==> src/sv/abstat_pkg.sv <==
// Shared widths, reset values, register indexes and control types for the
// audio block statistics unit. No dependencies; every other file imports it.

package abstat_pkg;

  localparam int SAMPLE_BITS = 24;
  localparam int COUNT_BITS  = 24;
  localparam int SUM_BITS    = SAMPLE_BITS + COUNT_BITS;
  localparam int DIV_CNT_W   = $clog2(SAMPLE_BITS);

  localparam int IN_DATA_W   = ((SAMPLE_BITS + 7) / 8) * 8;
  localparam int OUT_FLD_W   = 3 * SAMPLE_BITS + 2 * COUNT_BITS;
  localparam int OUT_DATA_W  = ((OUT_FLD_W + 7) / 8) * 8;

  localparam int CFG_IDX_W   = 2;

  localparam logic [CFG_IDX_W-1:0] REG_CENTRE_LEVEL = 2'd0;
  localparam logic [CFG_IDX_W-1:0] REG_BAND_UPPER   = 2'd1;
  localparam logic [CFG_IDX_W-1:0] REG_BAND_LOWER   = 2'd2;

  localparam logic [SAMPLE_BITS-1:0] CENTRE_RESET = SAMPLE_BITS'(32'h0080_0000);
  localparam logic [SAMPLE_BITS-1:0] UPPER_RESET  = SAMPLE_BITS'(32'h0080_1000);
  localparam logic [SAMPLE_BITS-1:0] LOWER_RESET  = SAMPLE_BITS'(32'h007F_F000);

  localparam logic [COUNT_BITS-1:0] COUNT_MAX = {COUNT_BITS{1'b1}};

  typedef enum logic [2:0] {
    ST_IDLE = 3'b001,
    ST_DIV  = 3'b010,
    ST_HOLD = 3'b100
  } state_t;

  // Commands from the controller to the datapath.
  typedef struct packed {
    logic accept;   // update the accumulators with the incoming beat
    logic start;    // snapshot the block and load the divider
    logic step;     // one restoring-division step
    logic load;     // copy the finished result into the output register
  } cmd_t;

  // Status from the datapath to the controller.
  typedef struct packed {
    logic div_last; // the current step is the final quotient bit
  } sts_t;

endpackage

==> src/sv/audio_block_statistics_unit.sv <==
// Audio block statistics unit: each accepted sample beat is folded into the running minimum,
// maximum, sum, count, centre-level crossings and out-of-band count (once the count saturates
// it only sets the overflow flag); a beat not flagged last leaves the input ready for the next.
// A beat flagged last closes the block: the mean is then found by a restoring divider that
// settles one quotient bit per cycle, and input stays blocked until the result is loaded, longer
// while an earlier result is still waiting in the output register. Statistics are cleared by a
// first beat or by reset only. Depends on abstat_pkg, abstat_ctrl and abstat_datapath.

module audio_block_statistics_unit import abstat_pkg::*; (
  input  logic                   clk,
  input  logic                   rst,
  input  logic                   cfg_wr_en,
  input  logic [CFG_IDX_W-1:0]   cfg_index,
  input  logic [SAMPLE_BITS-1:0] cfg_data,
  input  logic                   s_tvalid,
  output logic                   s_tready,
  input  logic [IN_DATA_W-1:0]   s_tdata,   // sample_value
  input  logic                   s_tuser,   // block_first
  input  logic                   s_tlast,   // block_last
  output logic                   m_tvalid,
  input  logic                   m_tready,
  // min_sample, max_sample, mean_sample, crossing_count, out_of_band_count
  output logic [OUT_DATA_W-1:0]  m_tdata,
  output logic                   m_tuser    // count_overflow
);

  cmd_t cmd;
  sts_t sts;

  logic [SAMPLE_BITS-1:0] min_sample, max_sample, mean_sample;
  logic [COUNT_BITS-1:0]  crossing_count, out_of_band_count;

  abstat_ctrl u_ctrl (
    .clk      (clk),
    .rst      (rst),
    .s_tvalid (s_tvalid),
    .in_last  (s_tlast),
    .m_tready (m_tready),
    .sts      (sts),
    .s_tready (s_tready),
    .m_tvalid (m_tvalid),
    .cmd      (cmd)
  );

  abstat_datapath u_datapath (
    .clk               (clk),
    .rst               (rst),
    .cfg_wr_en         (cfg_wr_en),
    .cfg_index         (cfg_index),
    .cfg_data          (cfg_data),
    .sample            (s_tdata[SAMPLE_BITS-1:0]),
    .first             (s_tuser),
    .cmd               (cmd),
    .sts               (sts),
    .min_sample        (min_sample),
    .max_sample        (max_sample),
    .mean_sample       (mean_sample),
    .crossing_count    (crossing_count),
    .out_of_band_count (out_of_band_count),
    .count_overflow    (m_tuser)
  );

  assign m_tdata = OUT_DATA_W'({out_of_band_count, crossing_count, mean_sample,
                                max_sample, min_sample});

  // The mean of a block always lies between its extremes.
  a_mean_in_range: assert property (@(posedge clk) disable iff (rst)
    m_tvalid |-> (mean_sample >= min_sample) && (mean_sample <= max_sample))
    else $error("mean outside the block's min and max");

  // Closing a block occupies the divider, so the next beat must wait.
  a_last_blocks_input: assert property (@(posedge clk) disable iff (rst)
    (s_tvalid && s_tready && s_tlast) |=> !s_tready)
    else $error("input accepted while the divider is busy");

  // A fresh result only appears after the division has run.
  a_result_after_div: assert property (@(posedge clk) disable iff (rst)
    $rose(m_tvalid) |-> !$past(s_tready))
    else $error("result presented without a division");

endmodule

==> src/sv/abstat_ctrl.sv <==
// Controller state machine for the audio block statistics unit.
// Depends on abstat_pkg; drives the datapath through cmd_t and reads sts_t.

module abstat_ctrl import abstat_pkg::*; (
  input  logic clk,
  input  logic rst,
  input  logic s_tvalid,
  input  logic in_last,
  input  logic m_tready,
  input  sts_t sts,
  output logic s_tready,
  output logic m_tvalid,
  output cmd_t cmd
);

  state_t state, state_next;
  logic   out_valid, out_valid_next;
  logic   out_free;
  logic   accept;

  assign s_tready = (state == ST_IDLE);
  assign accept   = s_tvalid && s_tready;
  assign out_free = !out_valid || m_tready;
  assign m_tvalid = out_valid;

  always_comb begin
    state_next = state;
    cmd        = '0;
    cmd.accept = accept;
    unique case (state)
      ST_IDLE: begin
        if (accept && in_last) begin
          cmd.start  = 1'b1;
          state_next = ST_DIV;
        end
      end
      ST_DIV: begin
        cmd.step = 1'b1;
        if (sts.div_last) begin
          state_next = ST_HOLD;
        end
      end
      ST_HOLD: begin
        // Wait here until the previous result has been taken.
        if (out_free) begin
          cmd.load   = 1'b1;
          state_next = ST_IDLE;
        end
      end
      default: state_next = ST_IDLE;
    endcase
  end

  always_comb begin
    out_valid_next = out_valid;
    if (cmd.load) begin
      out_valid_next = 1'b1;
    end else if (m_tready) begin
      out_valid_next = 1'b0;
    end
  end

  always_ff @(posedge clk) begin
    if (rst) begin
      state     <= ST_IDLE;
      out_valid <= 1'b0;
    end else begin
      state     <= state_next;
      out_valid <= out_valid_next;
    end
  end

endmodule

==> src/sv/abstat_datapath.sv <==
// Datapath of the audio block statistics unit: configuration registers,
// block accumulators, a restoring divider for the mean and the output register.
// Depends on abstat_pkg; sequenced by abstat_ctrl.

module abstat_datapath import abstat_pkg::*; (
  input  logic                   clk,
  input  logic                   rst,
  input  logic                   cfg_wr_en,
  input  logic [CFG_IDX_W-1:0]   cfg_index,
  input  logic [SAMPLE_BITS-1:0] cfg_data,
  input  logic [SAMPLE_BITS-1:0] sample,
  input  logic                   first,
  input  cmd_t                   cmd,
  output sts_t                   sts,
  output logic [SAMPLE_BITS-1:0] min_sample,
  output logic [SAMPLE_BITS-1:0] max_sample,
  output logic [SAMPLE_BITS-1:0] mean_sample,
  output logic [COUNT_BITS-1:0]  crossing_count,
  output logic [COUNT_BITS-1:0]  out_of_band_count,
  output logic                   count_overflow
);

  logic [SAMPLE_BITS-1:0] centre_level, band_upper, band_lower;

  logic [SAMPLE_BITS-1:0] run_min, run_min_next;
  logic [SAMPLE_BITS-1:0] run_max, run_max_next;
  logic [SUM_BITS-1:0]    run_sum, run_sum_next;
  logic [COUNT_BITS-1:0]  total, total_next;
  logic [SAMPLE_BITS-1:0] prev, prev_next;
  logic [COUNT_BITS-1:0]  cross_cnt, cross_cnt_next;
  logic [COUNT_BITS-1:0]  oob, oob_next;
  logic                   ovf, ovf_next;

  logic [SAMPLE_BITS-1:0] base_min, base_max, base_prev;
  logic [SUM_BITS-1:0]    base_sum;
  logic [COUNT_BITS-1:0]  base_total, base_cross, base_oob;
  logic                   base_ovf;
  logic                   crossed;

  logic [SAMPLE_BITS-1:0] snap_min, snap_max;
  logic [COUNT_BITS-1:0]  snap_cross, snap_oob;
  logic                   snap_ovf;

  logic [COUNT_BITS-1:0]  div_rem, div_den;
  logic [SAMPLE_BITS-1:0] div_quot;
  logic [DIV_CNT_W-1:0]   div_cnt;
  logic [COUNT_BITS:0]    div_trial;
  logic                   div_fits;

  always_ff @(posedge clk) begin
    if (rst) begin
      centre_level <= CENTRE_RESET;
      band_upper   <= UPPER_RESET;
      band_lower   <= LOWER_RESET;
    end else if (cfg_wr_en) begin
      unique case (cfg_index)
        REG_CENTRE_LEVEL: centre_level <= cfg_data;
        REG_BAND_UPPER:   band_upper   <= cfg_data;
        REG_BAND_LOWER:   band_lower   <= cfg_data;
        default: ;
      endcase
    end
  end

  // A first beat restarts the block before the sample itself is counted.
  always_comb begin
    if (first) begin
      base_min   = '1;
      base_max   = '0;
      base_sum   = '0;
      base_total = '0;
      base_prev  = sample;
      base_cross = '0;
      base_oob   = '0;
      base_ovf   = 1'b0;
    end else begin
      base_min   = run_min;
      base_max   = run_max;
      base_sum   = run_sum;
      base_total = total;
      base_prev  = prev;
      base_cross = cross_cnt;
      base_oob   = oob;
      base_ovf   = ovf;
    end

    crossed = ((base_prev < centre_level) && (sample >= centre_level)) ||
              ((base_prev > centre_level) && (sample <= centre_level));

    run_min_next   = base_min;
    run_max_next   = base_max;
    run_sum_next   = base_sum;
    total_next     = base_total;
    prev_next      = base_prev;
    cross_cnt_next = base_cross;
    oob_next       = base_oob;
    ovf_next       = base_ovf;

    // Once the count is saturated a sample only sets the overflow flag and leaves every other statistic untouched.
    if (base_total == COUNT_MAX) begin
      ovf_next = 1'b1;
    end else begin
      if (sample < base_min) run_min_next = sample;
      if (sample > base_max) run_max_next = sample;
      run_sum_next = base_sum + SUM_BITS'(sample);
      total_next   = base_total + COUNT_BITS'(1);
      if (crossed) cross_cnt_next = base_cross + COUNT_BITS'(1);
      if ((sample > band_upper) || (sample < band_lower)) begin
        oob_next = base_oob + COUNT_BITS'(1);
      end
      prev_next = sample;
    end
  end

  always_ff @(posedge clk) begin
    if (rst) begin
      run_min   <= '1;
      run_max   <= '0;
      run_sum   <= '0;
      total     <= '0;
      prev      <= '0;
      cross_cnt <= '0;
      oob       <= '0;
      ovf       <= 1'b0;
    end else if (cmd.accept) begin
      run_min   <= run_min_next;
      run_max   <= run_max_next;
      run_sum   <= run_sum_next;
      total     <= total_next;
      prev      <= prev_next;
      cross_cnt <= cross_cnt_next;
      oob       <= oob_next;
      ovf       <= ovf_next;
    end
  end

  // The sum is below count * 2^SAMPLE_BITS, so its upper part is already
  // smaller than the count and the quotient needs only SAMPLE_BITS steps.
  assign div_trial = {div_rem, div_quot[SAMPLE_BITS-1]};
  assign div_fits  = (div_trial >= {1'b0, div_den});
  assign sts.div_last = (div_cnt == DIV_CNT_W'(SAMPLE_BITS - 1));

  always_ff @(posedge clk) begin
    if (cmd.start) begin
      snap_min   <= run_min_next;
      snap_max   <= run_max_next;
      snap_cross <= cross_cnt_next;
      snap_oob   <= oob_next;
      snap_ovf   <= ovf_next;
      div_rem    <= run_sum_next[SUM_BITS-1:SAMPLE_BITS];
      div_quot   <= run_sum_next[SAMPLE_BITS-1:0];
      div_den    <= total_next;
      div_cnt    <= '0;
    end else if (cmd.step) begin
      if (div_fits) begin
        div_rem <= COUNT_BITS'(div_trial - {1'b0, div_den});
      end else begin
        div_rem <= div_trial[COUNT_BITS-1:0];
      end
      div_quot <= {div_quot[SAMPLE_BITS-2:0], div_fits};
      div_cnt  <= div_cnt + DIV_CNT_W'(1);
    end
  end

  always_ff @(posedge clk) begin
    if (cmd.load) begin
      min_sample        <= snap_min;
      max_sample        <= snap_max;
      mean_sample       <= (div_den == '0) ? '0 : div_quot;
      crossing_count    <= snap_cross;
      out_of_band_count <= snap_oob;
      count_overflow    <= snap_ovf;
    end
  end

endmodule

==> config.mk <==
export PLATFORM = sky130hd
export DESIGN_NAME = audio_block_statistics_unit
export DESIGN_NICKNAME = d
export VERILOG_FILES = /design/src/sv/abstat_pkg.sv /design/src/sv/audio_block_statistics_unit.sv /design/src/sv/abstat_ctrl.sv /design/src/sv/abstat_datapath.sv
export SDC_FILE = /design/constraint.sdc
export NUM_CORES = 1
export LEC_CHECK = 0
export BUFFER_PORTS_ARGS = -buffer_cell sky130_fd_sc_hd__buf_4
export CORE_ASPECT_RATIO = 1.25
export CORE_UTILIZATION = 42
export DETAILED_ROUTE_END_ITERATION = 7
export GPL_ROUTABILITY_DRIVEN = 0
export HOLD_SLACK_MARGIN = 0.06
export PLACE_DENSITY = 0.6
export SYNTH_ARGS = -nofsm -noshare
export SYNTH_HDL_FRONTEND = slang
export SYNTH_HIERARCHICAL = 1
export SYNTH_SLANG_ARGS = --single-unit
export TNS_END_PERCENT = 20
==> constraint.sdc <==
create_clock -name clk -period 14.4 [get_ports clk]
set_input_delay 2.88 -clock clk [delete_from_list [all_inputs] [get_ports clk]]
set_output_delay 2.88 -clock clk [all_outputs]
set_load 0.05 [all_outputs]
Word-level counts from Yosys, hierarchy flattened
Index checks and enable logic that the tools add are counted.

storage, ports and cells
  input port bits = 57
  bits in registers = 564
  output and inout bits = 123

operators by class
  magnitude comparators = 9
  reduce and logical (&&, ||, !) cells = 16
  multiplexer cells = 36
  $add $sub $neg = 6
  eq/ne operators = 10

operators by type and width
  cell                                                              number
  24-bit 2-to-1 mux                                                 21
  48-bit 2-to-1 mux                                                 2
  24-bit by 1-bit adder with 24-bit output (second input constant)  3
  24-bit > comparator                                               3
  24-bit < comparator                                               3
  48-bit by 24-bit adder with 48-bit output                         1
  25-bit by 24-bit greater-or-equal comparator with 1-bit output    1
  24-bit == test (second input constant)                            1
  24-bit greater-or-equal comparator                                1
  24-bit less-or-equal comparator                                   1
  24-bit zero test                                                  1
  24-bit subtractor                                                 1
  1-bit 2-to-1 mux                                                  9
  3-bit 2-to-1 mux                                                  3
  3-bit case mux with 3 select lines                                1
  2-bit AND reduction                                               3
  5-bit by 1-bit adder with 5-bit output (second input constant)    1
  5-bit == test (second input constant)                             1
  1-bit logical AND                                                 4
  2-bit inequality test (second input constant)                     2
  2-bit nonzero test                                                2
  3-bit by 1-bit == test with 1-bit output (second input constant)  1
  3-bit by 2-bit == test with 1-bit output (second input constant)  1
  3-bit == test (second input constant)                             1
  7 further kinds                                                   9

Depth between registers and ports, before layout
  depth after elaboration = 6
  mapped depth = 19
  mapped depth without buffers = 13

By module
Netlist, hierarchy kept.

by module, submodules not included
  module           times used  area each (um^2)  sequential area each (um^2)  cells an instance
  abstat_datapath  1           29857.4           14113.5                      3206
  abstat_ctrl      1           232.7             80.1                         28

Worst setup path after synthesis
No wires, ideal clock.

  path kind = input port to flip-flop
  from = input s_tlast
  to = register u_datapath.div_quot[0] (enable)
  stages = 4
  setup time = 0.384 ns
  arrival time = 7.151 ns
  slack = 6.864 ns
  path through = and3_1 clkbuf_1 clkbuf_1 or2_2

on the way
  word-level cells in the longest chain between the ends = 4

RTL lines
  what                          line                               text
  start, declared               audio_block_statistics_unit.sv:19  input logic s_tlast,
  1-bit logical AND             abstat_ctrl.sv:32                  if (accept && in_last) begin
  1-bit 2-to-1 mux              abstat_ctrl.sv:32
  1-bit 2-to-1 mux              abstat_ctrl.sv:30                  unique case (state)
  2-bit nonzero test (no line)  --
  end signal, assigned          abstat_datapath.sv:151             div_quot <= run_sum_next[SAMPLE_BITS-1:0];
  end signal, assigned          abstat_datapath.sv:160             div_quot <= {div_quot[SAMPLE_BITS-2:0], div_fits};
  end, declared                 abstat_datapath.sv:45              logic [SAMPLE_BITS-1:0] div_quot;

Every way passes these cells.
A chain may end at the register's enable or synchronous reset.

Worst setup path after layout
  from = input s_tuser
  to = register u_datapath.oob[3]

on the way
  word-level cells in the longest chain between the ends = 4
  elaborated cells between the ends (all ways) = 6

RTL lines
  what                                      line                               text
  start, declared                           audio_block_statistics_unit.sv:18  input logic s_tuser,
  24-bit 2-to-1 mux                         abstat_datapath.sv:67              if (first) begin
  24-bit by 1-bit adder with 24-bit output  abstat_datapath.sv:109             oob_next = base_oob + COUNT_BITS'(1);
  24-bit 2-to-1 mux                         abstat_datapath.sv:108             if ((sample > band_upper) || (sample < band_lower)) begin
  24-bit 2-to-1 mux (*)                     abstat_datapath.sv:100             if (base_total == COUNT_MAX) begin
  end signal, assigned                      abstat_datapath.sv:132             oob <= oob_next;
  end, declared                             abstat_datapath.sv:31              logic [COUNT_BITS-1:0] oob, oob_next;

Mark *: on every way between the ends. The rest lies on a longest branch, timed or not.

==> flow_summary_export.csv <==
group,metric,value,unit
worst_setup_path,crit_path_max_fanout,51,
worst_setup_path,arrival,7.38,ns
power_and_ir_drop,powerDensity,111,nW/um^2
route,vias_per_cell,5.55,
logic_synthesis,yosys-top-cells-area,"edfxtp_1 (29%), dfxtp_1 (18%), ha_1 (8.1%)",
logic_synthesis,yosysTopAreaCellShare,28.9,%
timing,rsz0062_at_grt,"no",
power_and_ir_drop,vdd_ir_drop_max,0.0833,mV
timing,max_clock_freq,145,MHz
timing,clock_skew,0.0472,ns
timing,period_share,47.8,%
logic_synthesis,synth_cells,3234,
timing,worst_slew_pin_slew,1.10,ns
clock_tree,cts_max_level,2,
grt,met1_usage,28.3,%
logic_synthesis,synth.distinct_cells,92,
worst_setup_path,worstPathRequired,14.89,ns
die,die_h,301,um
route,post_drt_wl_per_cell,19.1,um
die,placementRows,109,
grt,groute.layer.met2.usage,39.2,%
logic_synthesis,synth_area_per_cell,9.30,sq um
logic_synthesis,yosysTopAreaCell,"edfxtp_1",
cells_and_area,design_area,34000,sq um
clock_tree,cts_hold_buf,0,
cells_and_area,mostFrequentLayoutCell,"nand2_1",
route,routed_wirelength,82200,um
grt,grt_pass1_vias,22800,
worst_setup_path,reg2reg_slack,10.36,ns
die,die_w,241,um
route,via_count,23900,
die,pin_count,180,
route,antenna_left,0,
place,numPortBuffers,179,
logic_synthesis,yosysSeqAreaShare,47.2,%
logic_synthesis,synth_nets,3487,
clock_tree,root_buffer,"clkbuf_16",
timing,drv_slew,0,
cells_and_area,syn_to_final_growth,13.1,%
clock_tree,cts_tree,"done",
die,dieArea,72700,sq um
worst_setup_path,startpoint_type,"primary input",
logic_synthesis,synth_seq_cells,564,
grt,busiest_layer,"met2",
clock_tree,cts_resized,0,
worst_setup_path,critPathKind,"primary input to register",
worst_setup_path,crit_start,"s_tuser",
route,drtPass1Iterations,5,
power_and_ir_drop,power,0.00379,W
route,drc,0,
route,drtIter0Drc,1637,
logic_synthesis,synthArstFlopShare,0,%
worst_setup_path,worstSetupEndpoint,"u_datapath/oob[3]",
grt,antenna_found_initial,1,
run_status,status,"completed",
cells_and_area,largest-register,"u_datapath/run_sum",
clock_tree,cts_setup_buffers,0,
grt,grt_first_pass_wirelength,128000,um
timing,max-slew-margin-rel,26.4,%
worst_setup_path,timing.rr.start,"u_datapath/band_lower[4]",
cells_and_area,final_cell_mix,"nand2_1 (426), a21oi_1 (322), edfxtp_1 (290)",
logic_synthesis,ys.flop_type,"edfxtp_1",
timing,hold_viol,0,
clock_tree,cts.sinks,564,
place,placed_area,32100,sq um
clock_tree,clk_path_buf_depth,3,
clock_tree,cts_inserted_buffers,57,
die,core,70800,sq um
cells_and_area,drive_gt1_share,11.0,%
timing,setup_viol,0,
grt,grt_max_degree,83,
timing,setup_tns,0,ns
power_and_ir_drop,leakage,12.6,nW
clock_tree,clkLatencyLatePin,0.64,ns
worst_setup_path,end_kind,"register",
die,start_util,42.5,%
logic_synthesis,syn_area,30100,sq um
cells_and_area,nNetsFinal,3565,
place,dp_hpwl,55400,um
grt,grtUsageTotal,22.4,%
logic_synthesis,ys_warn_count,6,
timing,period_needed,6.89,ns
logic_synthesis,synth-edff-count,290,
grt,grt.met3_usage,2.66,%
cells_and_area,largest_reg_flops,48,
grt,overflow,0,
min_path,hold_path_depth,0,
clock_tree,clk_pin_slew,0.07,ns
worst_setup_path,reg2reg_to,"u_datapath/oob[14]",
run,drv_cap,0,
min_path,hold_path_class,"register to register",
worst_setup_path,reg2reg_depth,10,
-- through the flow --
step                hold WS, ns  utilization (%)  instances  setup slack (ns)
floorplan                 0.400                -       3234              6.86
global placement          0.402             45.4       4196              6.91
CTS                       0.406             48.1       4303              7.54
finish                    0.403             48.1       4304              7.51
global route              0.409             48.1       4303              7.19
detailed placement        0.405             45.4       4196              6.86
-- kinds of logic (layout without fill, tap and decap cells) --
group	Yosys count	count (layout)	share of synthesized area (%)
XOR/XNOR	126	126	3.67
adder cells (fa/ha/maj)	196	196	8.20
other	0	1	0
buffers and inverters	319	445	4.14
multiplexers	52	52	1.85
AND/OR/NAND/NOR	1177	1177	18.6
flip-flops	564	564	47.2
AO/OA/AOI/OAI	800	800	16.4
-- report_power, final --
part	internal [W]	switching [W]	leakage [nW]
sequential	0.00175	0.0000323	4.99
combinational	0.000175	0.000317	6.73
clock	0.000850	0.000662	0.912
-- worst max-delay path, stage by stage --
cell	delay (ns)
buf_6	0.22
inv_2	0.63
buf_4	0.48
nand2_1	0.14
inv_1	0.08
ha_1	0.16
nand4b_1	0.17
or3_1	0.47
nor3_4	0.20
buf_4	0.35
a21oi_1	0.08
o21ai_1	0.36
nand2_2	0.46
nand4_1	0.32
mux2i_1	0.19
o21ai_0	0.09
-- routing by layer --
metal / wire length (um) / vias up
met1: 35400 / 11400
met5: 0 / -
met2: 40900 / 546
met4: 2490 / 0
li1: - / 11800
met3: 3340 / 122
-- cell usage after synthesis, drive strengths merged (7+ instances only) --
master	n
nand3	75
o21a	12
nor2	250
inv	129
a2111oi	8
a211oi	42
ha	194
nand2	428
nor4	17
o31ai	30
a21oi	324
a211o	9
nor2b	102
or3	38
o211ai	31
and2	23
buf	48
a21o	35
mux2i	24
nor3	84
mux2	28
nand3b	8
and3	21
a22oi	7
nand2b	17
o21ai	166
a41oi	13
a31oi	63
o22ai	7
or2	7
xnor2	72
and4	11
dfxtp	274
xor2	54
nand4	73
edfxtp	290
clkbuf	142
-- how the worst min path moves through the flow --
| stage | start | endpoint |
|---|---|---|
| after floorplan | u_datapath/snap_ovf | u_datapath/count_overflow |
| after global placement | u_datapath/snap_oob[23] | u_datapath/out_of_band_count[23] |
| after detailed placement | u_datapath/snap_cross[20] | u_datapath/crossing_count[20] |
| after CTS | u_datapath/snap_cross[14] | u_datapath/crossing_count[14] |
| after global routing | u_datapath/snap_cross[14] | u_datapath/crossing_count[14] |
| final | u_datapath/snap_cross[14] | u_datapath/crossing_count[14] |
-- cell type report --
cell class	count	area, sq um
inverters	129	487
multi-input cells	2351	14700
flip-flops and latches	564	14200
fillers	6777	36800
clock buffers	69	1490
repair buffers	209	1580
clock inverters	38	390
well taps	943	1180
diodes	1	2.50
(Power assumes the default switching activity.)
